<file path="src/rtl/core/dtw_distance_engine_macros.svh">
// Assertion helpers for the DTW engine; expect clk and rst_n in scope.
`ifndef DTW_DISTANCE_ENGINE_MACROS_SVH
`define DTW_DISTANCE_ENGINE_MACROS_SVH

// same-cycle implication
`define DTW_ASSERT_SAME(lbl, ante, cons, msg) \
    lbl: assert property (@(posedge clk) disable iff (!rst_n) (ante) |-> (cons)) \
        else $error(msg);

// next-cycle implication
`define DTW_ASSERT_NEXT(lbl, ante, cons, msg) \
    lbl: assert property (@(posedge clk) disable iff (!rst_n) (ante) |=> (cons)) \
        else $error(msg);

`endif

</file>
<file path="src/rtl/core/dtw_ram.sv">
module dtw_ram #(
    parameter int WIDTH  = 16,
    parameter int DEPTH  = 128,
    parameter int ADDR_W = $clog2(DEPTH)
) (
    input  logic              clk,
    input  logic              we,
    input  logic [ADDR_W-1:0] waddr,
    input  logic [WIDTH-1:0]  wdata,
    input  logic [ADDR_W-1:0] raddr,
    output logic [WIDTH-1:0]  rdata
);

    logic [WIDTH-1:0] mem [DEPTH];

    always_ff @(posedge clk)
    begin
        if (we)
        begin
            mem[waddr] <= wdata;
        end
    end

    always_ff @(posedge clk)
    begin
        rdata <= mem[raddr];
    end

endmodule

</file>
<file path="config.mk">
export PLATFORM = sky130hd
export DESIGN_NAME = dtw_ram
export DESIGN_NICKNAME = d
export VERILOG_FILES = /design/src/rtl/core/dtw_distance_engine_macros.svh /design/src/rtl/core/dtw_ram.sv
export SDC_FILE = /design/constraint.sdc
export NUM_CORES = 2
export LEC_CHECK = 0
export BUFFER_PORTS_ARGS = -buffer_cell sky130_fd_sc_hd__clkbuf_2
export CAP_MARGIN = 20
export CORE_MARGIN = 8
export CORE_UTILIZATION = 35
export DETAILED_ROUTE_END_ITERATION = 16
export SYNTH_ARGS = -nofsm -noshare
export SYNTH_HDL_FRONTEND = slang
export SYNTH_SLANG_ARGS = --single-unit
export TNS_END_PERCENT = 10
</file>
<file path="constraint.sdc">
create_clock -name clk -period 4.15 [get_ports clk]
set_clock_uncertainty 0.2 [all_clocks]
set_input_delay 0.415 -clock clk [delete_from_list [all_inputs] [get_ports clk]]
set_output_delay 0.415 -clock clk [all_outputs]
set_load 0.01 [all_outputs]
</file>
==> out/metrics.cfg <==
[outcome]
status = finished, final reports clean

[synth]
yosysWarningCount = 0
yosysSeqAreaShare = 0.787
syn-mean-instance-area_um2 = 25.4
synth_area_um2 = 78500
syn-num-nets = 3118
synth_seq_cells = 2064
synthCells = 3086
ys_types = 17

[global_routing]
grt_pass1_wl_um = 277000
grt-ovfl-total = 0
grt_max_degree = 129
grt_pass1_vias = 36200
track_usage = 0.161
antenna_found_initial = 24

[placement]
place_congestion = 0.794
dp.cells = 6211
post-place-ws_ns = 0.366
dpl.hpwl_um = 115000
dpl-instance-area_um2 = 84500
io_buffers = 47

[critical_path]
crit_path_top_delay_cell = mux4_2
cp.required_ns = 4.68
cp.arrival_ns = 3.43
cp_top_family = multiplexers
cp.buffers_inverters = 4
crit_fanout = 23
slowest_delay_ns = 0.61
worst_setup_path_start_kind = primary input
worstPathCellList = buf_8 > buf_12 > buf_12 > buf_4 > mux4_2 > mux4_2 > mux4_2 > mux2_2
cpMostUsedCell = mux4_2
worstSetupPathType = primary input to flip-flop
endpoint_kind = flip-flop

[timing]
finalCriticalPeriod_ns = 2.91
clock.fmax_ghz = 0.344
period_share = 0.701
rsz0062_at_grt = false
slew_violations = 0
tns_ns = 0
fin_ws_ns = 1.24
hold_viol_final = 0
slew_headroom = 0.264
worst_pin_slew_ns = 1.10
setup_viol = 0

[final_layout]
layout_common_cells = edfxtp_1 (2048), mux4_2 (672), buf_4 (229)
nets = 3470
multi_input_area_um2 = 16200
num-fill-cells = 19200
regArea_um2 = 61800
syn2layout_area_growth_pct = 16.4
drive_gt1_frac = 0.376
fin_area_um2 = 91400
layout_commonest_cell = edfxtp_1
stdcell_count = 6609

[clocking]
h-tree-depth = 4
root_buffer = clkbuf_16
clock_path_buffers = 3
tritoncts = built
cts.clk_slew.worst_paths_ns = 0.06
clk_latency_ns = 0.87
cts_made_buffers = 206
cts_resized = 0
clock_sinks = 2064

[die]
core_area_um2 = 224000
initial_core_util = 0.351
io_pins = 48
die_w_um = 490
die-area_um2 = 240000
row_count = 174
die_h_um = 490

[pwr]
power_leakage_nw = 28.0
irDropWorstVdd_v = 0.000353
power_mw = 43.8
cellPowerDensity_nw_per_um2 = 479

[flow_run]
drv_cap = 0

[routing]
routedWlPerCell_um = 29.5
ant_nets = 0
drc = 0
drt_pass1_iterations = 5
num_vias = 35200
viasPerCell = 5.32
drt_iter0_markers = 4108
totalWireLength_um = 195000

[worst_hold_path]
hold_class = primary input to flip-flop

==> registers in the layout, summed over array words and instances (netlist names) <==
register and count:
rdata 16, mem 2048
==> synthesized netlist by cell type <==
master | n | area (um^2)
dfxtp_1 | 16 | 320
or3_1 | 1 | 6.26
mux2_2 | 16 | 180
nor3_1 | 9 | 45.0
nor2b_1 | 7 | 43.8
nor2_1 | 122 | 458
edfxtp_1 | 2048 | 61500
nand3_1 | 12 | 60.1
clkbuf_1 | 82 | 308
mux4_2 | 672 | 15100
nand2_1 | 14 | 52.6
buf_4 | 1 | 7.51
nand4_1 | 3 | 18.8
buf_6 | 1 | 11.3
buf_1 | 28 | 105
buf_2 | 52 | 260
nand2b_1 | 2 | 12.5
==> logic make-up after synthesis <==
group | after synthesis | synth area share
buffers and inverters | 164 | 0.00881
DFF | 2064 | 0.787
muxes | 688 | 0.195
and+or+nand+nor | 170 | 0.00888
==> metrics by stage <==
stage	hold WS [ns]	util
floorplan	0.314	-
global placement	0.661	0.377
detailed placement	0.663	0.377
CTS	0.00617	0.407
global route	0.0489	0.408
finish	0.0242	0.408
==> final timing paths <==
| kind | start | to | slack, ns | cells past startpoint |
|---|---|---|---|---|
| setup reg to reg | mem[101][11]$_DFFE_PP_ | rdata[11]$_DFF_P_ | 1.45 | 4 |
| hold / removal | wdata[0] | mem[32][0]$_DFFE_PP_ | 0.02 | 1 |
| setup / recovery | raddr[0] | rdata[7]$_DFF_P_ | 1.24 | 8 |
| hold reg to reg | mem[28][12]$_DFFE_PP_ | rdata[12]$_DFF_P_ | 0.93 | 4 |
==> metal layers <==
layer  track usage  wire (um)  vias up
li1              -          -    14200
met2         0.261      95300     1285
met4        0.0471       5380        2
met3        0.0325      13500      231
met5             0         13        -
met1         0.223      80800    19500
==> power breakdown <==
part	internal, mW	switching [mW]	total (mW)
clock network	10.5	7.96	18.5
logic	0.913	1.30	2.21
registers	23.0	0.0936	23.1
==> what timing repair did <==
action,in CTS,in global routing
hold buffers,5,3
setup buffers,0,0
endpoints found under the setup margin,0,0
endpoints found under the hold margin,146,111
==> cell type report <==
| cell class | instances | area share |
|---|---|---|
| sequential | 2064 | 0.677 |
| multi-input combinational | 858 | 0.178 |
| clock buffer | 247 | 0.0588 |
| tap | 2992 | 0.0410 |
| timing repair buffer | 308 | 0.0307 |
| clock inverter | 137 | 0.0152 |
| antenna | 3 | 0.0000822 |
Note: power is estimated with default switching activity, not from simulation.
