[config.mk]
export PLATFORM = sky130hd
export DESIGN_NAME = dtw_cell
export DESIGN_NICKNAME = d
export VERILOG_FILES = /design/src/rtl/core/dtw_distance_engine_macros.svh /design/src/rtl/core/dtw_pkg.sv /design/src/rtl/core/dtw_cell.sv
export SDC_FILE = /design/constraint.sdc
export NUM_CORES = 1
export LEC_CHECK = 0
export ABC_CLOCK_PERIOD_IN_PS = 19800
export BUFFER_PORTS_ARGS = -buffer_cell sky130_fd_sc_hd__buf_2
export CORE_UTILIZATION = 63
export CTS_CLUSTER_DIAMETER = 80
export CTS_CLUSTER_SIZE = 16
export DETAILED_ROUTE_END_ITERATION = 8
export PLACE_DENSITY = 0.86
export SLEW_MARGIN = 20
export SYNTH_ARGS = -nofsm -noshare
export SYNTH_HDL_FRONTEND = slang
export SYNTH_SLANG_ARGS = --single-unit
export TNS_END_PERCENT = 5
[constraint.sdc]
create_clock -name clk -period 19.8 [get_ports clk]
set_clock_uncertainty 0.2 [all_clocks]
set_input_delay 2.97 -clock clk [delete_from_list [all_inputs] [get_ports clk]]
set_output_delay 2.97 -clock clk [all_outputs]
set_load 0.01 [all_outputs]
[src/rtl/core/dtw_distance_engine_macros.svh]
// Assertion helpers for the DTW engine; expect clk and rst_n in scope.
`ifndef DTW_DISTANCE_ENGINE_MACROS_SVH
`define DTW_DISTANCE_ENGINE_MACROS_SVH

// same-cycle implication
`define DTW_ASSERT_SAME(lbl, ante, cons, msg) \
    lbl: assert property (@(posedge clk) disable iff (!rst_n) (ante) |-> (cons)) \
        else $error(msg);

// next-cycle implication
`define DTW_ASSERT_NEXT(lbl, ante, cons, msg) \
    lbl: assert property (@(posedge clk) disable iff (!rst_n) (ante) |=> (cons)) \
        else $error(msg);

`endif

[src/rtl/core/dtw_pkg.sv]
package dtw_pkg;

    localparam int DTW_MAX_LEN     = 128;
    localparam int DTW_SAMPLE_BITS = 16;
    localparam int COST_BITS       = 32;

    typedef logic [COST_BITS-1:0] cost_t;

    localparam cost_t COST_MAX = {COST_BITS{1'b1}};

    // request opcodes
    localparam logic OP_REF  = 1'b0;
    localparam logic OP_TEST = 1'b1;

    // tag that travels with one cell through the datapath
    typedef struct packed {
        logic valid;
        logic head;   // first reference entry
        logic tail;   // final reference entry
    } cell_tag_t;

    // write-back status from the cell datapath
    typedef struct packed {
        logic valid;
        logic tail;
        logic hit;    // saturation on this cell
    } wb_t;

    function automatic cost_t cost_min(input cost_t a, input cost_t b);
        cost_min = (a < b) ? a : b;
    endfunction

endpackage

[src/rtl/core/dtw_cell.sv]
module dtw_cell #(
    parameter int MAX_LEN     = dtw_pkg::DTW_MAX_LEN,
    parameter int SAMPLE_BITS = dtw_pkg::DTW_SAMPLE_BITS,
    parameter int ADDR_W      = $clog2(MAX_LEN)
) (
    input  logic                     clk,
    input  logic                     rst_n,
    input  dtw_pkg::cell_tag_t       issue,
    input  logic [ADDR_W-1:0]        issue_idx,
    input  logic [SAMPLE_BITS-1:0]   x,
    input  logic                     first_col,
    input  logic [SAMPLE_BITS-1:0]   ref_q,
    input  dtw_pkg::cost_t           col_q,
    output dtw_pkg::wb_t             wb,
    output logic [ADDR_W-1:0]        wb_idx,
    output dtw_pkg::cost_t           wb_cost
);
    import dtw_pkg::*;

    // stage 0: aligned with the memory read latency
    cell_tag_t              tag0_reg;
    logic [ADDR_W-1:0]      idx0_reg;
    // stage 1: local cost and min of left/diagonal
    cell_tag_t              tag1_reg;
    cell_tag_t              tag1_next;
    logic [ADDR_W-1:0]      idx1_reg;
    logic [SAMPLE_BITS-1:0] cost1_reg;
    logic [SAMPLE_BITS-1:0] cost1_next;
    cost_t                  lmin1_reg;
    cost_t                  lmin1_next;
    cost_t                  colq_prev_reg;  // old value of the entry below
    cost_t                  prev_new_reg;   // new value of the entry below
    cost_t                  base;
    logic [COST_BITS:0]     sum;
    logic                   hit;
    cost_t                  new_cost;

    always_comb
    begin
        tag1_next  = tag0_reg;
        cost1_next = (ref_q >= x) ? (ref_q - x) : (x - ref_q);
        lmin1_next = tag0_reg.head ? col_q : cost_min(col_q, colq_prev_reg);
    end

    always_ff @(posedge clk or negedge rst_n)
    begin
        if (!rst_n)
        begin
            tag0_reg <= '0;
            tag1_reg <= '0;
        end
        else
        begin
            tag0_reg <= issue;
            tag1_reg <= tag1_next;
        end
    end

    always_ff @(posedge clk)
    begin
        idx0_reg  <= issue_idx;
        idx1_reg  <= idx0_reg;
        cost1_reg <= cost1_next;
        lmin1_reg <= lmin1_next;
        if (tag0_reg.valid)
        begin
            colq_prev_reg <= col_q;
        end
        if (tag1_reg.valid)
        begin
            prev_new_reg <= new_cost;
        end
    end

    always_comb
    begin
        if (first_col)
        begin
            base = tag1_reg.head ? '0 : prev_new_reg;
        end
        else
        begin
            base = tag1_reg.head ? lmin1_reg : cost_min(lmin1_reg, prev_new_reg);
        end
        sum      = {1'b0, base} + {1'b0, COST_BITS'(cost1_reg)};
        hit      = (sum >= {1'b0, COST_MAX});
        new_cost = hit ? COST_MAX : sum[COST_BITS-1:0];
    end

    assign wb.valid = tag1_reg.valid;
    assign wb.tail  = tag1_reg.tail;
    assign wb.hit   = hit;
    assign wb_idx   = idx1_reg;
    assign wb_cost  = new_cost;

endmodule

==> impl_metrics.py, run 1 <==
metrics = {
    "outcome": {
        "status": "complete, no violations",
    },
    "timing": {
        "slew_headroom_pct": 29.8,
        "tightestPinTransition_ns": 1.05,
        "finalMaxSlewViolations": 0,
        "rsz0062_at_grt": "no",
        "post-route-period-util_pct": 59.4,
        "setup_violations": 0,
        "hold_violations": 0,
        "max_freq_mhz": 85.0,
        "setup_ws_ns": 8.03,
        "fin_tns_setup_ns": 0,
        "layout_min_cycle_time_ns": 11.77,
    },
    "grt": {
        "grt_overflow": 0,
        "grt_pass1_vias": 6700,
        "track_usage_pct": 29.1,
        "grt_pass1_wl_um": 32300,
        "grt_max_degree": 65,
        "antenna_found_initial": 0,
    },
    "job": {
        "max_cap_viol_count": 0,
    },
    "critical_path": {
        "crit_path_start_kind": "primary input",
        "crit_path_end_kind": "output port",
        "r2r_cells": 21,
        "regToRegSetupSlack_ns": 13.13,
        "cp_top_family": "simple AND/OR/NAND/NOR gates",
        "path_class": "primary input to output port",
        "slowest_delay_ns": 0.85,
        "cp.arrival_ns": 8.60,
        "r2r-start": "prev_new_reg[19]$_DFFE_PP_",
        "worst_path_most_repeated_cell": "nand2_1",
        "crit_fanout": 64,
        "critPathSlowestCell": "nand2_1",
        "worstPathRequired_ns": 16.63,
        "worstPathCellList": "buf_2 > a211oi_1 > nand3_1 > a22oi_2 > buf_4 > nor2_1 > a31o_2 > ha_1 > a211oi_1 > o21ai_0 > nand3_1 > a21boi_1 > o21ai_0 > nand2b_1 > nand2_1 > nor3_1 > nand2_1 > nand2_1 > buf_2",
        "r2r_end": "prev_new_reg[31]$_DFFE_PP_",
        "timing.critical_path.buf_inv": 3,
    },
    "floorplan": {
        "die_w_um": 119,
        "io_pins": 119,
        "rows": 42,
        "coreArea_sq_mm": 0.0133,
        "initial_core_util_pct": 64.9,
        "fp.dieArea_sq_mm": 0.0142,
        "fp.dieH_um": 119,
    },
    "final_layout": {
        "fin_cells": 1185,
        "layout-drive-gt1-share_pct": 22.7,
        "multi_input_area_sq_mm": 0.00484,
        "final_cell_mix": "118 x buf_2, 109 x ha_1, 105 x inv_1",
        "num-nets-final": 1185,
        "design_area_sq_mm": 0.00997,
        "syn_to_final_growth_pct": 15.2,
        "layout_commonest_cell": "buf_2",
        "antenna_cells": 0,
        "seq_area_sq_mm": 0.00331,
        "fillers": 971,
    },
    "clocking": {
        "clockRootBuffer": "clkbuf_16",
        "clk_latency_ns": 0.42,
        "cts.sinks": 132,
        "h-tree-depth": 4,
        "numCtsBuffers": 17,
        "cts_hold_buf": 0,
        "cts_buffer_depth": 2,
        "post_cts_buffers": 0,
        "cts_tree": "built",
        "post_cts_resized": 0,
        "path_clk_slew_ns": 0.06,
    },
    "synthesis": {
        "ys_ff_latch": 132,
        "async_flop_share_pct": 4.55,
        "synth_cells": 878,
        "synthFlopType": "edfxtp_1",
        "synth_compound_area_share_pct": 16.6,
        "syn_area_per_cell_sq_um": 9.86,
        "synth_warnings": 0,
        "synth-simple-area-share_pct": 12.6,
        "seq_area_frac_synth_pct": 38.3,
        "synth_nets": 1067,
        "synth_edf_count": 64,
        "synthesis.area_sq_mm": 0.00866,
        "synthAdderAreaFrac_pct": 16.4,
        "synth_xor_area_share_pct": 4.15,
        "synth_top_family_by_area": "compound AO/OA/AOI/OAI gates",
        "yosysUniqueCellTypes": 78,
        "synthMuxAreaShare_pct": 6.04,
    },
    "placement": {
        "routabilityCongestion": 0.968,
        "dp_slack_ns": 8.26,
        "dpl.cell_count": 1153,
        "dpl_cell_area_sq_mm": 0.00940,
        "numPortBuffers": 118,
        "hpwl_um": 15400,
    },
    "detailed_routing": {
        "remaining_drc_errors": 0,
        "via_count": 6991,
        "dr.pass1.iters": 5,
        "drt-total-wl_um": 19900,
        "drtAntennaViolNets": 0,
        "via_per_inst": 5.90,
        "drtIter0Drc": 517,
        "drt-wirelength-per-cell_um": 16.8,
    },
    "power_and_ir_drop": {
        "p_total_uw": 1110,
        "vdd_drop_max_mv": 0.118,
        "p_leak_uw": 0.00482,
        "p_per_area_mw_per_mm2": 111,
    },
    "min_path": {
        "hold_path.class": "register to register",
        "hold_depth": 0,
        "min-delay-start": "idx0_reg[0]$_DFF_P_",
        "holdPathEnd": "wb_idx[0]$_DFF_P_",
    },
}
## power breakdown
group,internal [uW],switching (uW),total [uW],leakage [uW]
sequential,341,23.7,365,0.00122
combinational,174,267,441,0.00331
clock,182,124,305,0.000284
total,697,414,1110,0.00482
## kinds of logic after synthesis
logic type | after synthesis
adders and majority gates | 112
and+or+nand+nor | 208
DFF | 132
muxes | 48
AOI/OAI and AO/OA | 207
xor gates and xnor gates | 41
buffers and inverters | 130
## per-layer routing
layer | GRT usage (%) | vias up | wire [um]
met5 | 0 | - | 0
met4 | 14.6 | 0 | 756
met3 | 5.60 | 67 | 1160
met2 | 49.5 | 284 | 9760
met1 | 35.0 | 3252 | 8280
li1 | - | 3388 | -
## synthesized netlist by cell type, types with 15 or more instances
cell type,n,share of area [%]
a21o_1,30,2.6
a21oi_1,50,2.9
a31o_2,15,1.5
clkbuf_1,16,0.69
dfxtp_1,62,14
edfxtp_1,64,22
ha_1,109,16
inv_1,105,4.6
mux2_2,34,4.4
nand2_1,53,2.3
nand3_1,15,0.87
nor2_1,50,2.2
nor2b_1,17,1.2
o21ai_0,34,2.0
xnor2_1,16,1.6
xor2_1,25,2.5
## worst register-to-register path, cell delays in order, from the launching register on
cell      delay [ns]
edfxtp_1        0.42
inv_1           0.11
ha_1            0.24
and2_4          0.17
a221o_1         0.32
nand2_1         0.08
nand3_1         0.15
a22oi_2         0.22
buf_4           0.53
nor2_1          0.09
a31o_2          0.23
ha_1            0.38
a211oi_1        0.12
o21ai_0         0.35
nand3_1         0.18
a21boi_1        0.20
o21ai_0         0.12
nand2b_1        0.23
nand2_1         0.24
nor3_1          0.68
nand2_1         0.85
o21ai_0         0.36
## stage by stage
stage,hold slack (ns),util (%)
global placement,0.110,70.4
floorplan,0.110,-
detailed placement,0.112,70.4
global route,0.130,74.7
finish,0.125,74.7
CTS,0.126,74.7
## area by class of cell
cell class                 count  share of cell area, %
clock buffer                  19                   4.55
clock inverter                13                   1.20
inverter                     106                   3.99
multi-input combinational    616                   48.5
sequential                   132                   33.2
tap                          176                   2.21
timing repair buffer         123                   6.30
## worst max-delay path by stage
| stage | from | to | depth (start not counted) |
|---|---|---|---|
| 6_report | first_col | wb_cost[4] | 19 |
| 5_1_grt | first_col | wb_cost[31] | 19 |
| 4_1_cts | first_col | wb_cost[4] | 19 |
| 3_5_place_dp | first_col | wb_cost[31] | 19 |
| 3_3_place_gp | first_col | wb_cost[6] | 19 |
| 2_1_floorplan | first_col | wb[0] | 22 |
Note: power is estimated with default switching activity, not from simulation.
==> inputs of run 2 (changes only) <==
- ABC_CLOCK_PERIOD_IN_PS: 19800 -> 10250
- CORE_UTILIZATION: 63 -> 53
- PLACE_DENSITY: 0.86 -> 0.77
- clock period: 19.8 -> 10.25 ns (I/O delays scaled with it)
==> run 2 against run 1 <==
Effect of this change: clock power grew 98%; setup slack worse by 6.6 ns; non-clock buffer count grew 1; register-to-register slack got worse by 9.5 ns; count of clock-buffer cells in the layout grew 5; power increased by 93%; cell area rose by 0.78%; sequential power rose by 92%; critical path type unchanged.
==> impl_metrics.py, run 2 (synthesis gave the netlist of run 1 again) <==
metrics = {
    "critical_path": {
        "crit_path_end_kind": "output port",
        "cp.arrival_ns": 7.13,
        "crit_path_start_kind": "primary input",
        "crit_fanout": 29,
        "timing.critical_path.buf_inv": 3,
        "r2r-start": "prev_new_reg[30]$_DFFE_PP_",
        "worst_path_most_repeated_cell": "nand2_1",
        "worstPathCellList": "buf_2 > a211oi_1 > nand3_1 > a22oi_2 > buf_6 > nor2_1 > a31o_2 > ha_1 > a211oi_1 > o21ai_0 > nand3_1 > a21boi_1 > o21ai_0 > nand2b_1 > nand2_1 > nor3_1 > nand2_1 > nand2_1 > buf_2",
        "slowest_delay_ns": 0.86,
        "worstPathRequired_ns": 8.51,
        "path_class": "primary input to output port",
        "cp_top_family": "simple AND/OR/NAND/NOR gates",
        "startpoint": "first_col",
        "critPathSlowestCell": "nand2_1",
    },
    "final_layout": {
        "layout-drive-gt1-share_pct": 22.5,
        "antenna_cells": 0,
        "layout_commonest_cell": "buf_2",
        "num-nets-final": 1186,
        "fin_cells": 1226,
        "fillers": 1326,
        "fin_util_pct": 63.0,
        "syn_to_final_growth_pct": 16.1,
        "final_cell_mix": "118 x buf_2, 109 x ha_1, 105 x inv_1",
        "design_area_sq_mm": 0.0101,
    },
    "grt": {
        "antenna_found_initial": 0,
        "grt_pass1_wl_um": 31500,
        "grt_pass1_vias": 6623,
        "grt_overflow": 0,
        "grt_max_degree": 38,
        "track_usage_pct": 24.3,
    },
    "detailed_routing": {
        "drtIter0Drc": 438,
        "dr.pass1.iters": 5,
        "drt-total-wl_um": 19400,
        "via_per_inst": 5.61,
        "drtAntennaViolNets": 0,
        "via_count": 6876,
        "drt-wirelength-per-cell_um": 15.8,
        "remaining_drc_errors": 0,
    },
    "floorplan": {
        "fp.dieArea_sq_mm": 0.0169,
        "rows": 46,
        "coreArea_sq_mm": 0.0159,
        "fp.dieH_um": 130,
        "io_pins": 119,
        "die_w_um": 130,
        "initial_core_util_pct": 54.3,
    },
    "outcome": {
        "status": "complete, no violations",
    },
    "placement": {
        "hpwl_um": 14900,
        "routabilityCongestion": 0.950,
        "dpl_cell_area_sq_mm": 0.00945,
        "dpl.cell_count": 1193,
        "numPortBuffers": 118,
        "dp_slack_ns": 1.31,
    },
    "min_path": {
        "hold_path.class": "register to register",
        "min-delay-start": "idx0_reg[1]$_DFF_P_",
    },
    "timing": {
        "hold_violations": 0,
        "rsz0062_at_grt": "no",
        "setup_ws_ns": 1.39,
        "finalMaxSlewViolations": 0,
        "tightestPinTransition_ns": 1.03,
        "max_freq_mhz": 113,
        "layout_min_cycle_time_ns": 8.86,
        "setup_violations": 0,
        "fin_tns_setup_ns": 0,
        "slew_headroom_pct": 31.0,
        "post-route-period-util_pct": 86.5,
    },
    "power_and_ir_drop": {
        "vdd_drop_max_mv": 0.214,
        "p_per_area_mw_per_mm2": 213,
        "p_leak_uw": 0.00483,
    },
    "clocking": {
        "numCtsBuffers": 17,
        "post_cts_resized": 0,
        "path_clk_slew_ns": 0.05,
        "cts_hold_buf": 0,
        "cts_buffer_depth": 2,
        "clk_latency_ns": 0.42,
        "cts.sinks": 132,
        "clockRootBuffer": "clkbuf_16",
        "post_cts_buffers": 0,
        "cts_tree": "built",
        "h-tree-depth": 4,
    },
    "job": {
        "max_cap_viol_count": 0,
    },
}
[run 2: cell count changes in the layout (fill, tap and decap cells not counted), sizes merged]
| cell | change |
|---|---|
| buf | +1 |
| bufinv | +1 |
| clkbuf | +5 |
| clkinv | -1 |
| inv | -5 |
[run 2: final cells by class]
cell class | count | area (sq um) | share of cell area [%]
multi-input cells | 616 | 4840 | 48.2
repair buffers | 124 | 639 | 6.36
well taps | 216 | 270 | 2.69
inverters | 106 | 398 | 3.96
clock inverters | 8 | 97.6 | 0.971
flip-flops and latches | 132 | 3310 | 33.0
clock buffers | 24 | 493 | 4.90
[run 2: worst paths after layout]
path                       slack (ns)                         to  depth (start not counted)
min in group asynchronous        0.73      tag0_reg[0]$_DFF_PN0_                          1
hold reg to reg                  0.13          wb_idx[1]$_DFF_P_                          0
max in group asynchronous        8.97            wb[2]$_DFF_PN0_                          1
setup reg to reg                 3.62  prev_new_reg[6]$_DFFE_PP_                         21
hold / removal                   0.13          wb_idx[1]$_DFF_P_                          0
setup / recovery                 1.39                 wb_cost[6]                         19
[run 2: through the flow]
| stage | hold slack, ns | power (uW) |
|---|---|---|
| 2_1_floorplan | 0.110 | 1280 |
| 3_3_place_gp | 0.110 | 1520 |
| 3_5_place_dp | 0.115 | 1530 |
| 4_1_cts | 0.128 | 2150 |
| 5_1_grt | 0.130 | 2280 |
| 6_report | 0.126 | 2140 |
[run 2: where the power goes]
| part | switching, uW | internal [uW] |
|---|---|---|
| sequential | 42.7 | 659 |
| combinational | 504 | 336 |
| clock | 219 | 384 |
[run 2: layer usage]
metal / part of all wire [%] / track usage, % / up-vias
met3: 5.6 / 5.00 / 48
li1: - / - / 3379
met4: 2.3 / 9.30 / 0
met2: 49 / 41.3 / 231
met5: 0 / 0 / -
met1: 43 / 30.3 / 3218
==> inputs of run 3 (changes only) <==
- CORE_MARGIN: default -> 4
==> run 3 against run 2 <==
Effect of this change: the run now ends with design-rule violations left; setup slack gained 0.063 ns; cell area grew 0.14%; core utilization grew 0.086 points; global-route usage shrank 2.3 points; sequential cell count is the same; critical path depth is the same; sequential share of layout area is essentially flat; combinational power is essentially flat; count of clock-buffer cells in the layout grew 2; critical path type unchanged; largest cell class unchanged.
==> impl_metrics.py, run 3 (synthesis gave the netlist of run 1 again) <==
metrics = {
    "grt": {
        "grt_max_degree": 36,
        "antenna_found_initial": 0,
        "grt_pass1_vias": 6679,
        "grt_pass1_wl_um": 32000,
        "grt_overflow": 0,
        "track_usage_pct": 22.0,
    },
    "floorplan": {
        "fp.dieH_um": 136,
        "die_w_um": 136,
        "rows": 46,
        "fp.dieArea_sq_mm": 0.0184,
        "coreArea_sq_mm": 0.0159,
        "initial_core_util_pct": 54.3,
        "io_pins": 119,
    },
    "timing": {
        "worst_hold_slack_ns": 0.125,
        "fin_tns_setup_ns": 0,
        "slew_headroom_pct": 35.6,
        "tightestPinTransition_ns": 0.966,
        "max_freq_mhz": 114,
        "finalMaxSlewViolations": 0,
        "setup_violations": 0,
        "layout_min_cycle_time_ns": 8.80,
        "rsz0062_at_grt": "no",
        "hold_violations": 0,
        "post-route-period-util_pct": 85.9,
    },
    "detailed_routing": {
        "drtIter0Drc": 355,
        "drtAntennaViolNets": 0,
        "drt-total-wl_um": 19900,
        "remaining_drc_errors": 1,
        "drt-wirelength-per-cell_um": 16.2,
        "dr.pass1.iters": 7,
        "via_count": 6843,
        "via_per_inst": 5.58,
    },
    "final_layout": {
        "final_cell_mix": "118 x buf_2, 109 x ha_1, 105 x inv_1",
        "layout-drive-gt1-share_pct": 22.6,
        "syn_to_final_growth_pct": 16.2,
        "antenna_cells": 0,
        "fin_util_pct": 63.1,
        "fillers": 1306,
        "num-nets-final": 1186,
        "layout_commonest_cell": "buf_2",
    },
    "power_and_ir_drop": {
        "internal-power_uw": 1390,
        "p_leak_uw": 0.00484,
        "p_per_area_mw_per_mm2": 214,
        "seq_power_share_pct": 32.6,
        "switching_share_pct": 35.7,
        "vdd_drop_max_mv": 0.204,
        "clkPwrFrac_pct": 28.3,
        "combinationalPowerShare_pct": 39.1,
        "switchingPower_uw": 770,
    },
    "critical_path": {
        "slowest_delay_ns": 0.81,
        "timing.critical_path.buf_inv": 2,
        "crit_path_start_kind": "primary input",
        "regToRegSetupSlack_ns": 3.85,
        "cp_top_family": "simple AND/OR/NAND/NOR gates",
        "worstPathCellList": "buf_2 > a211oi_1 > nand3_1 > a22oi_2 > nor2_1 > a31o_2 > fa_1 > a211oi_1 > o21bai_1 > a21oi_1 > xor2_1 > nor4_1 > nand4_1 > nor4_1 > nand4_1 > or4_1 > or4_1 > o31ai_2 > buf_2",
        "critPathSlowestCell": "a22oi_2",
        "cp.arrival_ns": 7.06,
        "crit_fanout": 23,
        "worstPathRequired_ns": 8.51,
        "path_class": "primary input to output port",
        "crit_path_end_kind": "output port",
    },
    "clocking": {
        "h-tree-depth": 4,
        "cts.sinks": 132,
        "post_cts_resized": 0,
        "cts_hold_buf": 0,
        "clockRootBuffer": "clkbuf_16",
        "post_cts_buffers": 0,
        "numCtsBuffers": 17,
        "cts_buffer_depth": 2,
        "clk_latency_ns": 0.42,
        "cts_tree": "built",
        "path_clk_slew_ns": 0.05,
    },
    "placement": {
        "numPortBuffers": 118,
        "routabilityCongestion": 0.897,
        "hpwl_um": 15400,
    },
    "min_path": {
        "hold_path.class": "register to register",
    },
    "outcome": {
        "status": "finished with violations",
        "violations": "design-rule violations",
    },
    "job": {
        "max_cap_viol_count": 0,
    },
}
==> run 3: changes by cell type in the layout (fill, tap and decap cells not counted), sizes merged <==
cell / change
bufinv: -1
clkbuf: +2
clkinv: -1
==> run 3: final timing paths <==
path	start	to	cells after the start
max reg2reg	prev_new_reg[30]$_DFFE_PP_	prev_new_reg[9]$_DFFE_PP_	20
max	first_col	wb[0]	19
min	idx0_reg[5]$_DFF_P_	wb_idx[5]$_DFF_P_	0
max in group asynchronous	rst_n	wb[2]$_DFF_PN0_	1
min in group asynchronous	rst_n	tag0_reg[0]$_DFF_PN0_	1
min reg2reg	idx0_reg[5]$_DFF_P_	wb_idx[5]$_DFF_P_	0
==> run 3: layout make-up <==
cell class	instances	area, sq um	share of cell area, %
multi-input combinational	616	4840	48.1
sequential	132	3310	32.9
timing repair buffer	124	636	6.32
clock buffer	26	543	5.40
inverter	106	398	3.95
tap	216	270	2.69
clock inverter	6	62.6	0.622
==> run 3: power groups by stage <==
stage | Clock (uW) | Combinational, uW | Sequential, uW
3_3_place_gp | 0 | 819 | 712
5_1_grt | 645 | 935 | 706
2_1_floorplan | 0 | 583 | 694
3_5_place_dp | 0 | 823 | 712
6_report | 610 | 842 | 703
4_1_cts | 624 | 836 | 702
==> run 3: through the flow <==
step           worst slack, ns  cell area (sq um)  cells  total power, uW
6_report                  1.45              10100   1226             2150
2_1_floorplan             1.83               8660    878             1280
4_1_cts                   1.44              10100   1226             2160
5_1_grt                   1.03              10100   1226             2290
3_3_place_gp              1.81               9460   1194             1530
3_5_place_dp              1.47               9460   1194             1530
==> run 3: worst register-to-register path: stages (launching register included) <==
cell,delay [ns]
edfxtp_1,0.36
inv_1,0.10
ha_1,0.27
a21oi_1,0.17
nand2_1,0.08
a211oi_1,0.32
nand3_1,0.24
a22oi_2,0.81
nor2_1,0.10
a31o_2,0.24
ha_1,0.37
a211oi_1,0.13
o21ai_0,0.28
nand3_1,0.17
a21boi_1,0.20
o21ai_0,0.14
nand2b_1,0.24
nand2_1,0.23
nor3_1,0.70
nand2_2,0.59
nand2_1,0.30
==> run 3: metal layers <==
layer / up-vias / global-route usage, % / wire [um]
met3: 44 / 4.33 / 1010
li1: 3381 / - / -
met1: 3217 / 27.1 / 8530
met4: 0 / 8.29 / 505
met5: - / 0 / 0
met2: 201 / 38.1 / 9800
